## src/rtl/rast_pkg.sv

```systemverilog
package rast_pkg;

    // Array geometry
    localparam int BKT_SPAN     = 256;
    localparam int MAX_LENGTH   = 4096;
    localparam int BUCKET_COUNT = (MAX_LENGTH + BKT_SPAN - 1) / BKT_SPAN;

    // Field widths
    localparam int IDX_W  = 12;
    localparam int LEN_W  = 13;
    localparam int DATA_W = 32;
    localparam int ACT_W  = 2;
    localparam int BKT_W  = (BUCKET_COUNT > 1) ? $clog2(BUCKET_COUNT) : 1;

    // Command queue between front and back
    localparam int QUEUE_DEPTH = 2;
    localparam int QPTR_W      = (QUEUE_DEPTH > 1) ? $clog2(QUEUE_DEPTH) : 1;
    localparam int QCNT_W      = $clog2(QUEUE_DEPTH + 1);

    // Action codes on the input stream; the unused code behaves as a read
    typedef enum logic [ACT_W-1:0] {
        ACT_LOAD   = 2'd0,
        ACT_ASSIGN = 2'd1,
        ACT_READ   = 2'd2
    } action_t;

    // Work kinds handed from front to back
    typedef enum logic [1:0] {
        CMD_LOAD,
        CMD_SCAN,
        CMD_READ
    } cmd_kind_t;

    typedef struct packed {
        cmd_kind_t                kind;
        logic [IDX_W-1:0]         lo;
        logic [IDX_W-1:0]         top;
        logic signed [DATA_W-1:0] value;
        logic [IDX_W-1:0]         pos;
    } cmd_t;

    typedef enum logic [2:0] {
        BS_IDLE,
        BS_SCAN,
        BS_FLUSH,
        BS_READ,
        BS_DONE
    } back_state_t;

    // Bucket that holds a given element
    function automatic logic [BKT_W-1:0] bucket_of(input logic [IDX_W-1:0] idx);
        logic [IDX_W-1:0] quot;
        quot = idx / IDX_W'(BKT_SPAN);
        return quot[BKT_W-1:0];
    endfunction

endpackage

```

## src/rtl/rast_queue.sv

```systemverilog
module rast_queue
    import rast_pkg::*;
(
    input  logic clk,
    input  logic rst_n,
    input  logic push_valid,
    output logic push_ready,
    input  cmd_t push_cmd,
    output logic pop_valid,
    input  logic pop_ready,
    output cmd_t pop_cmd
);

    cmd_t              entry_reg [QUEUE_DEPTH];
    logic [QPTR_W-1:0] wr_ptr_reg;
    logic [QPTR_W-1:0] rd_ptr_reg;
    logic [QCNT_W-1:0] count_reg;
    logic              do_push;
    logic              do_pop;

    assign push_ready = (count_reg != QCNT_W'(QUEUE_DEPTH));
    assign pop_valid  = (count_reg != '0);
    assign pop_cmd    = entry_reg[rd_ptr_reg];
    assign do_push    = push_valid && push_ready;
    assign do_pop     = pop_valid && pop_ready;

    // Advance pointers and count
    always_ff @(posedge clk or negedge rst_n)
    begin
        if (!rst_n)
        begin
            wr_ptr_reg <= '0;
            rd_ptr_reg <= '0;
            count_reg  <= '0;
        end
        else
        begin
            if (do_push)
                wr_ptr_reg <= (wr_ptr_reg == QPTR_W'(QUEUE_DEPTH - 1)) ? '0
                              : wr_ptr_reg + QPTR_W'(1);
            if (do_pop)
                rd_ptr_reg <= (rd_ptr_reg == QPTR_W'(QUEUE_DEPTH - 1)) ? '0
                              : rd_ptr_reg + QPTR_W'(1);
            if (do_push && !do_pop)
                count_reg <= count_reg + QCNT_W'(1);
            else if (do_pop && !do_push)
                count_reg <= count_reg - QCNT_W'(1);
        end
    end

    // Store the pushed command
    always_ff @(posedge clk)
    begin
        if (do_push)
            entry_reg[wr_ptr_reg] <= push_cmd;
    end

endmodule

```

## config.mk

```make
export PLATFORM = sky130hd
export DESIGN_NAME = rast_queue
export DESIGN_NICKNAME = d
export VERILOG_FILES = /design/src/rtl/rast_pkg.sv /design/src/rtl/rast_queue.sv
export SDC_FILE = /design/constraint.sdc
export NUM_CORES = 1
export LEC_CHECK = 0
export ABC_AREA = 1
export BUFFER_PORTS_ARGS = -buffer_cell sky130_fd_sc_hd__buf_2
export CAP_MARGIN = 20
export CORE_UTILIZATION = 40
export DETAILED_ROUTE_END_ITERATION = 7
export PLACE_DENSITY = 0.65
export SLEW_MARGIN = 20
export SYNTH_ARGS = -nofsm -noshare
export SYNTH_HDL_FRONTEND = slang
export SYNTH_SLANG_ARGS = --single-unit
```

## constraint.sdc

```tcl
create_clock -name clk -period 5.7 [get_ports clk]
set_clock_uncertainty 0.05 [all_clocks]
set_input_delay 1.14 -clock clk [delete_from_list [all_inputs] [get_ports clk]]
set_output_delay 1.14 -clock clk [all_outputs]
set_load 0.1 [all_outputs]
```

**Yosys cells after proc, flatten, opt, wreduce, memory -nomap -nowiden**

Memory sizes are Yosys's and may differ from the RTL's.
Index checks and enable logic that the tools add are counted.

- Register bits after elaboration: 4
- Memory bits (writable): 140
- Input port bits: 74
- Output and inout port bits: 72
- Logic and storage cells: 23
- Memories: 1

- Add/subtract/negate cells: 4
- Eq/ne operators: 1
- Muxes and demuxes: 6
- Reductions and logical operators: 8

Memories:

| name | words | width | rd ports | clocked after Yosys merged registers in | wr ports | RTL line | text |
|---|---|---|---|---|---|---|---|
| entry_reg | 2 | 70 | 1 | 0 | 1 | rast_queue.sv:14 | `cmd_t entry_reg [QUEUE_DEPTH];` |

Operators by type and width:

| operator | count |
|---|---|
| $logic_and 1x1->1 | 4 |
| $mux 1 | 4 |
| $mux 2 | 2 |
| $reduce_bool 2->1 | 2 |
| $add 1x1->1 const B | 2 |
| $add 2x1->2 const B | 1 |
| $logic_not 1->1 | 2 |
| $ne 2x2->1 const B | 1 |
| $sub 2x1->2 const B | 1 |

**Longest topological paths before layout**

- Word-level depth: 6
- Gate-level depth with buffers: 10
- Depth with buffers taken out: 10

**Worst setup path before layout**

Ideal clock, no wire load.

- Path kind: register to register
- From: register count_reg[0]
- To: memory entry_reg[0][0] (netlist name), enable pin
- Setup time: 0.499 ns
- Arrival time: 4.244 ns
- Data required time: 5.151 ns
- Slack: 0.908 ns
- Cell stages (with the launch flop): 5
- Buffers on the path: 0
- Period minus slack after synthesis: 4.792 ns
- Path through: dfrtp_1 -> inv_1 -> nand2_1 -> nand2_2 -> nor2_1

- Longest elaborated chain between the ends: 4

RTL lines:

| what | RTL line | text |
|---|---|---|
| start, declared | rast_queue.sv:17 | `logic [QCNT_W-1:0] count_reg;` |
| start signal, assigned | rast_queue.sv:45 | `count_reg <= count_reg + QCNT_W'(1);` |
| start signal, assigned | rast_queue.sv:47 | `count_reg <= count_reg - QCNT_W'(1);` |
| $ne 2x2->1 | rast_queue.sv:21 | `assign push_ready = (count_reg != QCNT_W'(QUEUE_DEPTH));` |
| via push_ready | rast_queue.sv:7 | `output logic push_ready,` |
| $logic_and 1x1->1 | rast_queue.sv:24 | `assign do_push = push_valid && push_ready;` |
| $mux 1 | rast_queue.sv:54 | `if (do_push)` |
| $mux 1 (implied by the code) | rast_queue.sv:55 | `entry_reg[wr_ptr_reg] <= push_cmd;` |
| end, declared | rast_queue.sv:14 |  |

The timed path passes the listed nets, and every way through them passes these cells.

==> impl_metrics.env <==
export IMPL_status="finished clean"
export IMPL_finalSetupViolCount=0
export IMPL_antenna_found_initial=1
export IMPL_syn_area_um2=5350
export IMPL_grt_pass1_vias=3160
export IMPL_rsz0062_at_grt="no"
export IMPL_drt_iter0_drc=206
export IMPL_crit_arrival_ps=2620
export IMPL_post_cts_resized=0
export IMPL_synthesis_nets=469
export IMPL_drv_slew=0
export IMPL_num_fill_cells=1085
export IMPL_h_tree_depth=4
export IMPL_core_area_um2=12800
export IMPL_maxSlewHeadroom_pct=37.2
export IMPL_grt_util_all_layers_pct=15.1
export IMPL_ys_warn_count=0
export IMPL_r2r_slack_ps=3220
export IMPL_yosysTopAreaCellShare_pct=78.7
export IMPL_reg2reg_depth=5
export IMPL_largest_register_ffs=140
export IMPL_ant_nets=0
export IMPL_grt_max_degree=72
export IMPL_fin_nets=622
export IMPL_cp_start_kind="flip-flop"
export IMPL_hold_start="count_reg[0]"
export IMPL_synthCells=394
export IMPL_path_class="reg2out"
export IMPL_worst_hold_path_num_cells=1
export IMPL_synthArstFlopShare_pct=2.78
export IMPL_hold_end="count_reg[0]"
export IMPL_rows=41
export IMPL_synthTopCellsByArea="edfxtp_1 79%, nand2_1 15%, dfrtp_1 1.9%"
export IMPL_ios=146
export IMPL_crit_path_max_incr_delay_ps=700
export IMPL_synth_top_area_cell="edfxtp_1"
export IMPL_gr_total_overflow=0
export IMPL_clk_latency_ps=400
export IMPL_cp_data_required_time_ps=4510
export IMPL_dpl_cell_count=700
export IMPL_finalSetupTns_ps=0
export IMPL_path_clk_slew_ps=60
export IMPL_finalCritPeriodShare_pct=66.9
export IMPL_cts_tree="built"
export IMPL_hold_violations=0
export IMPL_vias=3308
export IMPL_hp_class="reg2reg"
export IMPL_stdcell_count=733
export IMPL_clockBufferDepth=2
export IMPL_synthTopCellsByCount="219 x nand2_1, 140 x edfxtp_1, 8 x buf_6"
export IMPL_synth_most_common_cell="nand2_1"
export IMPL_layout_min_cycle_time_ps=3810
export IMPL_drtPass1Iterations=4
export IMPL_drive_gt1_share_pct=33.0
export IMPL_critPathSlowestCell="dfrtp_2"
export IMPL_critPathBufInv=3
export IMPL_syn2layout_area_growth_pct=26.8
export IMPL_die_w_um=118
export IMPL_cts_hold_fix_buffers=0
export IMPL_avgSynthCellArea_um2=13.6
export IMPL_die_h_um=118
export IMPL_cp_end_kind="output port"
export IMPL_max_freq_mhz=262
export IMPL_r2r_start="count_reg[0]"
export IMPL_drt_total_wl_um=9950
export IMPL_ys_flop_type="edfxtp_1"
export IMPL_crit_top_cell="nand2_1"
export IMPL_synth_edf_count=140
export IMPL_port_buffers=145
export IMPL_path_cells="buf_4, inv_6, nand2_1, nand2_1, buf_2"
export IMPL_die_area_um2=13800
export IMPL_multiInputGateArea_um2=897
export IMPL_dpl_hpwl_um=6250
export IMPL_post_cts_setup_buffers=0
export IMPL_grt_pass1_wl_um=15700
export IMPL_cts_buffers=17
export IMPL_cts_sinks=144
export IMPL_path_max_fanout=71
export IMPL_cap_violations=0
export IMPL_routed_via_density=4.51
export IMPL_gp_congestion=0.711
export IMPL_yosysSeqAreaShare_pct=80.5
export IMPL_ys_ff_latch=144
export IMPL_initial_core_util_pct=41.7
export IMPL_wl_per_cell_um=13.6
export IMPL_drc=0
export IMPL_r2r_end="entry_reg[0][16]"
export IMPL_crit_family="buffers and inverters"
export IMPL_cts_root_buffer="clkbuf_16"
export IMPL_ys_types=15
export IMPL_tightest_slew_ps=939
export IMPL_regArea_um2=4310
==> area by class of cell <==
type | count | area share, %
inverter | 7 | 0.461
tap | 172 | 3.17
antenna | 1 | 0.0369
clock inverter | 14 | 2.12
multi-input combinational | 228 | 13.2
sequential | 144 | 63.5
clock buffer | 18 | 6.33
timing repair buffer | 149 | 11.1
==> stage by stage <==
| step | setup slack (ps) | area (um^2) | utilization (%) | hold WS [ps] |
|---|---|---|---|---|
| floorplan | 908 | 5350 | - | 412 |
| global placement | 2290 | 6200 | 48.4 | 428 |
| detailed placement | 2270 | 6200 | 48.4 | 441 |
| global route | 1670 | 6780 | 52.8 | 458 |
| finish | 1890 | 6780 | 52.9 | 453 |
| CTS | 1790 | 6780 | 52.8 | 449 |
==> worst max-delay path by stage <==
| stage | from | end | slack (ps) | cells after the start |
|---|---|---|---|---|
| 6_report | rd_ptr_reg | pop_cmd[18] | 1890 | 5 |
| 5_1_grt | rd_ptr_reg | pop_cmd[20] | 1670 | 5 |
| 4_1_cts | rd_ptr_reg | pop_cmd[4] | 1790 | 5 |
| 3_5_place_dp | rd_ptr_reg | pop_cmd[4] | 2270 | 5 |
| 3_3_place_gp | rd_ptr_reg | pop_cmd[47] | 2290 | 5 |
| 2_1_floorplan | count_reg[0] | entry_reg[0][0] | 910 | 4 |
==> cell families (layout without fill, tap and decap cells) <==
kind of cell,after synthesis,in the layout,synth area share [%]
buf+inv,22,188,2.97
flops,144,144,80.5
simple gates,225,225,15.9
xor+xnor,2,2,0.328
fa+ha+maj,1,1,0.234
other cells,0,1,0
==> per-layer routing <==
layer | track usage (%) | up-vias | routed length (um)
li1 | - | 1630 | -
met1 | 17.5 | 1557 | 4310
met2 | 25.1 | 110 | 4840
met3 | 5.67 | 11 | 669
met4 | 6.49 | 0 | 131
met5 | 0 | - | 0
==> cell usage in the layout, fill, tap and decap left out, drive strengths merged <==
master      n
bufinv      2
xor2        1
clkinv      7
nand4       1
buf       149
dfrtp       4
xnor2       1
edfxtp    140
nand3       2
inv         7
nor2        2
clkinvlp    5
clkbuf     18
nand2     220
diode       1
ha          1
Power is left out: the tool's default activity adds up to more than one toggle a clock period on the data nets, which glitch-free logic cannot reach.
