`src/rtl/rast_pkg.sv`:
```
package rast_pkg;

    // Array geometry
    localparam int BKT_SPAN     = 256;
    localparam int MAX_LENGTH   = 4096;
    localparam int BUCKET_COUNT = (MAX_LENGTH + BKT_SPAN - 1) / BKT_SPAN;

    // Field widths
    localparam int IDX_W  = 12;
    localparam int LEN_W  = 13;
    localparam int DATA_W = 32;
    localparam int ACT_W  = 2;
    localparam int BKT_W  = (BUCKET_COUNT > 1) ? $clog2(BUCKET_COUNT) : 1;

    // Command queue between front and back
    localparam int QUEUE_DEPTH = 2;
    localparam int QPTR_W      = (QUEUE_DEPTH > 1) ? $clog2(QUEUE_DEPTH) : 1;
    localparam int QCNT_W      = $clog2(QUEUE_DEPTH + 1);

    // Action codes on the input stream; the unused code behaves as a read
    typedef enum logic [ACT_W-1:0] {
        ACT_LOAD   = 2'd0,
        ACT_ASSIGN = 2'd1,
        ACT_READ   = 2'd2
    } action_t;

    // Work kinds handed from front to back
    typedef enum logic [1:0] {
        CMD_LOAD,
        CMD_SCAN,
        CMD_READ
    } cmd_kind_t;

    typedef struct packed {
        cmd_kind_t                kind;
        logic [IDX_W-1:0]         lo;
        logic [IDX_W-1:0]         top;
        logic signed [DATA_W-1:0] value;
        logic [IDX_W-1:0]         pos;
    } cmd_t;

    typedef enum logic [2:0] {
        BS_IDLE,
        BS_SCAN,
        BS_FLUSH,
        BS_READ,
        BS_DONE
    } back_state_t;

    // Bucket that holds a given element
    function automatic logic [BKT_W-1:0] bucket_of(input logic [IDX_W-1:0] idx);
        logic [IDX_W-1:0] quot;
        quot = idx / IDX_W'(BKT_SPAN);
        return quot[BKT_W-1:0];
    endfunction

endpackage

```
`src/rtl/rast_front.sv`:
```
module rast_front
    import rast_pkg::*;
(
    input  logic                     clk,
    input  logic                     rst_n,
    input  logic                     cfg_we,
    input  logic [LEN_W-1:0]         cfg_wdata,
    input  logic                     in_valid,
    input  logic [ACT_W-1:0]         in_action,
    input  logic [IDX_W-1:0]         in_lo,
    input  logic [IDX_W-1:0]         in_hi,
    input  logic signed [DATA_W-1:0] in_value,
    input  logic [IDX_W-1:0]         in_pos,
    output logic                     cmd_valid,
    output cmd_t                     cmd
);

    logic [LEN_W-1:0] length_reg;
    logic [LEN_W-1:0] len_m1;
    logic [LEN_W-1:0] hi_ext;
    logic [LEN_W-1:0] top_len;
    logic [LEN_W-1:0] top_clamp;
    logic             range_empty;

    // Hold the element count
    always_ff @(posedge clk or negedge rst_n)
    begin
        if (!rst_n)
            length_reg <= '0;
        else if (cfg_we)
            length_reg <= cfg_wdata;
    end

    // Clamp the high index to the used length and to the capacity
    always_comb
    begin
        len_m1  = length_reg - LEN_W'(1);
        hi_ext  = {1'b0, in_hi};
        top_len = (hi_ext < len_m1) ? hi_ext : len_m1;
        if (top_len > LEN_W'(MAX_LENGTH - 1))
            top_clamp = LEN_W'(MAX_LENGTH - 1);
        else
            top_clamp = top_len;
        range_empty = (length_reg == '0) || ({1'b0, in_lo} > top_clamp);
    end

    // Classify the item into a back-end command
    always_comb
    begin
        cmd.lo    = in_lo;
        cmd.top   = top_clamp[IDX_W-1:0];
        cmd.value = in_value;
        cmd.pos   = in_pos;
        unique case (in_action)
            ACT_LOAD:   cmd.kind = CMD_LOAD;
            ACT_ASSIGN: cmd.kind = range_empty ? CMD_READ : CMD_SCAN;
            default:    cmd.kind = CMD_READ;
        endcase
        cmd_valid = in_valid;
    end

endmodule

```
`config.mk`:
```
export PLATFORM = sky130hd
export DESIGN_NAME = rast_front
export DESIGN_NICKNAME = d
export VERILOG_FILES = /design/src/rtl/rast_pkg.sv /design/src/rtl/rast_front.sv
export SDC_FILE = /design/constraint.sdc
export NUM_CORES = 1
export LEC_CHECK = 0
export BUFFER_PORTS_ARGS = -buffer_cell sky130_fd_sc_hd__clkbuf_2
export CAP_MARGIN = 10
export CORE_MARGIN = 2
export CORE_UTILIZATION = 37
export CTS_CLUSTER_DIAMETER = 60
export DETAILED_ROUTE_END_ITERATION = 10
export MAX_ROUTING_LAYER = met4
export PLACE_DENSITY = 0.84
export SETUP_SLACK_MARGIN = 0.02
export SYNTH_ARGS = -nofsm -noshare
export SYNTH_HDL_FRONTEND = slang
export SYNTH_SLANG_ARGS = --single-unit
export TNS_END_PERCENT = 100
```
`constraint.sdc`:
```
create_clock -name clk -period 4.6 [get_ports clk]
set_input_delay 0.23 -clock clk [delete_from_list [all_inputs] [get_ports clk]]
set_output_delay 0.23 -clock clk [all_outputs]
set_load 0.02 [all_outputs]
```
# Word-level counts from Yosys, hierarchy flattened
# Cells that the tools add are included.
[word_totals]
regBits = 13
input_bits = 87
output_inout_bits = 71
[op_classes]
n_addsub = 1
n_lt_le_gt_ge = 3
eq_ne = 1
mux = 4
reduce_logical = 3
[op_table]
columns = ["op", "n"]
rows = [
  ["$mux 13", 2],
  ["$gt 12x13->1", 1],
  ["$gt 13x12->1 const B", 1],
  ["$logic_not 13->1", 1],
  ["$lt 12x13->1", 1],
  ["$sub 13x1->13 const B", 1],
  ["$pmux 2 s2", 1],
  ["$eq 2x1->1 const B", 1],
  ["$logic_not 2->1", 1],
  ["$mux 2", 1],
  ["$logic_or 1x1->1", 1],
]

# Depth between registers and ports, before layout
[depth]
ltp_word = 9
ltp_mapped = 19

# Worst setup path after synthesis
# No wires, ideal clock.
[synth_timing]
path_type = "flip-flop to output port"
from = "register length_reg[2]"
to = "output port cmd[68] (netlist name)"
arrival_time_ns = 4.454
required_time_ns = 4.370
setup_slack_ns = -0.084
stages_incl_launch_ff = 18
path_buffers = 1
path_cell_list = "dfrtp_1 -> or4_4 -> nor4_2 -> xor2_1 -> inv_1 -> ha_1 -> nand3_1 -> nor3_1 -> a2111oi_0 -> a21oi_2 -> buf_6 -> mux2_4 -> ha_1 -> nand2_1 -> or3_1 -> mux2_2 -> o41ai_1 -> and4_1"
[synth_rtl]
columns = ["element", "line_no", "text"]
rows = [
  ["from (decl)", "rast_front.sv:18", "logic [LEN_W-1:0] length_reg;"],
  ["from (signal assigned)", "rast_front.sv:31", "length_reg <= cfg_wdata;"],
  ["to (decl)", "rast_front.sv:15", "output cmd_t cmd"],
]

==> flow_metrics.env <==
export IMPL_outcome="finished, violations left"
export IMPL_failing_checks="negative setup slack"
export IMPL_design_core_area_um2=5170
export IMPL_cp_data_arrival_time_ns=4.53
export IMPL_die_y_um=77.8
export IMPL_stdcell_count=328
export IMPL_cts_sinks=13
export IMPL_finish_net_count=371
export IMPL_setup_viol=2
export IMPL_synthesis_area_per_instance_um2=9.23
export IMPL_dr_pass1_iters=4
export IMPL_vdd_ir_drop_max_v=0.000168
export IMPL_number_of_enable_flip_flop_cells_after_synthesis=0
export IMPL_fin_util_pct=48.5
export IMPL_fin_crit_ns=4.76
export IMPL_worstSetupStartpointType="flop"
export IMPL_syn_instance_count=218
export IMPL_postRouteAntennaNets=0
export IMPL_largest_reg_flops=13
export IMPL_hold_worst_slack_ns=0.193
export IMPL_fin_skew_ns=0
export IMPL_layout_commonest_cell="clkbuf_2"
export IMPL_portBuffers=67
export IMPL_final_seq_area_um2=327
export IMPL_cp_end_kind="primary output"
export IMPL_clk_transition_reported_paths_ns=0.05
export IMPL_clock_root_buffer="clkbuf_8"
export IMPL_detail_route_iter0_violations=41
export IMPL_synth_cell_types=39
export IMPL_cts_tree="built"
export IMPL_finalWeightedCongestion=0.878
export IMPL_achievable_frequency_mhz=210
export IMPL_cap_viol_max_count=0
export IMPL_num_antenna_cells=0
export IMPL_num_fill_cells=462
export IMPL_critical_path_peak_fanout=4
export IMPL_ctsLongestPathBuffers=2
export IMPL_finalWorstSetupSlack_ns=-0.163
export IMPL_timing_max_transition_violations_final=0
export IMPL_cts_made_buffers=3
export IMPL_timing_critical_path_slowest_stage_cell="or4_4"
export IMPL_initial_utilization_pct=38.9
export IMPL_synth_seq_area_share_pct=16.2
export IMPL_min_delay_path_class="in -> reg"
export IMPL_cts_htree_levels=1
export IMPL_slew_headroom_pct=77.5
export IMPL_static_leakage_power_nw=1.24
export IMPL_layout_cells_most_common_list="clkbuf_2 (65), buf_4 (28), ha_1 (18), inv_1 (15), mux2_2 (14)"
export IMPL_powerDensity_nw_per_um2=241
export IMPL_grt_pass1_wl_mm=7.25
export IMPL_fp_row_count=26
export IMPL_grt_max_degree=16
export IMPL_worst_setup_path_type="reg -> out"
export IMPL_worst_ep_required_time_ns=4.37
export IMPL_place_detailed_hpwl_mm=3.94
export IMPL_vias_per_cell=5.01
export IMPL_clock_latency_of_the_later_clocked_register_in_the_worst_skew_pair_ns=0.24
export IMPL_grt_ovfl_total=0
export IMPL_worstPathCellList="or4_4 > buf_6 > nor2_1 > xor2_1 > inv_1 > ha_4 > nand3_4 > nor3_4 > a2111oi_4 > a21oi_2 > buf_4 > mux2_4 > ha_4 > nand2_2 > or3_1 > mux2_4 > o41ai_4 > and4_4 > buf_6"
export IMPL_synth_main_ff_cell="dfrtp_1"
export IMPL_rsz_0062_raised_after_global_routing="yes"
export IMPL_syn_to_final_growth_pct=24.5
export IMPL_number_of_hold_violations_in_the_final_report=0
export IMPL_synth_fp_nets=330
export IMPL_multiInputGateArea_um2=1410
export IMPL_grt_antenna_before_repair=0
export IMPL_detail_route_wl_per_cell_um=15.0
export IMPL_detail_route_drc_violations=0
export IMPL_post_place_cells=313
export IMPL_drive_gt1_share_pct=60.1
export IMPL_timing_worst_slew_pin_value_ns=0.332
export IMPL_critical_path_max_stage_delay_ns=0.56
export IMPL_die_w_um=77.8
export IMPL_top_level_i_o_count=158
export IMPL_dieArea_um2=6050
export IMPL_synth_yosys_warnings=0
export IMPL_detailroute_via_count=1642
export IMPL_async_reset_ff_share_pct=100
export IMPL_mappedNetlistArea_um2=2010
export IMPL_grt_usage_pct=15.3
export IMPL_finalWirelength_mm=4.92
export IMPL_flop_and_latch_count_out_of_synthesis=13
export IMPL_final_period_utilization_pct=104
export IMPL_number_of_global_route_vias_before_repair=1596
==> through the flow <==
| stage | total power, mW | TNS (ns) | setup slack, ns | area (um2) |
|---|---|---|---|---|
| 6_report | 0.604 | -0.242 | -0.163 | 2510 |
| 5_1_grt | 0.646 | -0.595 | -0.333 | 2510 |
| 4_1_cts | 0.557 | -0.192 | -0.155 | 2290 |
| 3_5_place_dp | 0.432 | -0.0606 | -0.0606 | 2130 |
| 3_3_place_gp | 0.422 | 0 | 0.0282 | 2130 |
| 2_1_floorplan | 0.391 | 0 | 0.0234 | 2020 |
==> Yosys cell counts (all sizes together) (2+ instances only) <==
cell,instances,area share [%]
nor2,8,1.5
clkbuf,2,0.37
ha,25,16
a21oi,5,1.4
mux2,24,15
nand3,7,1.7
mux2i,11,5.5
o21ai,5,1.2
nor4,4,2.6
a211oi,2,0.75
inv,15,2.8
dfrtp,13,16
xnor2,3,1.3
xor2,7,3.0
buf,59,22
nor3b,2,0.99
nand2,9,1.7
a31oi,3,0.93
==> cells by family after synthesis <==
| group | synth area share (%) |
|---|---|
| mux | 20.6 |
| simple gates | 11.4 |
| fa+ha+maj | 15.5 |
| buf+inv | 25.2 |
| compound gates | 6.71 |
| flops | 16.2 |
| xor+xnor | 4.35 |
==> final cells by class <==
type	count	share of cell area (%)
inverter	15	2.25
clock buffer	4	1.80
multi-input combinational	129	56.3
tap	70	3.49
sequential	13	13.0
timing repair buffer	97	23.1
==> layer usage <==
metal	share of wire (%)	routed length, um	GRT usage [%]
met2	51	2500	27.2
met4	2.3	114	5.18
met5	0	0	-
met1	41	2010	17.5
met3	5.9	288	2.21
==> critical path, delay by kind of cell (launching register included) <==
family,cells,cell delay [ns]
DFF,1,0.37
adders and majority gates,2,0.55
buffers and inverters,4,0.54
and+or+nand+nor,7,1.69
xor gates and xnor gates,1,0.22
AOI/OAI and AO/OA,3,0.31
muxes,2,0.61
==> final timing paths <==
path	start	endpoint	slack [ns]	depth (start not counted)
worst max-delay path	length_reg[2]	cmd[68]	-0.16	19
worst min-delay path	cfg_wdata[0]	length_reg[0]	0.19	3
worst max register to register	length_reg[3]	length_reg[3]	3.58	3
worst min register to register	length_reg[11]	length_reg[11]	0.60	1
max in group asynchronous	rst_n	length_reg[7]	3.94	2
min in group asynchronous	rst_n	length_reg[11]	0.40	2
==> where the power goes <==
group / internal (mW) / switching (mW)
sequential: 0.126 / 0.0150
combinational: 0.182 / 0.181
clock: 0.0611 / 0.0391
total: 0.370 / 0.235
==> what timing repair did <==
action,in CTS,in global routing
buffers inserted,6,4
pin swaps,6,15
endpoints found under the setup margin,2,2
endpoints found under the hold margin,13,0
gates cloned,0,0
gates resized for setup,9,32
hold buffers,1,0
Note: power is estimated with default switching activity, not from simulation.
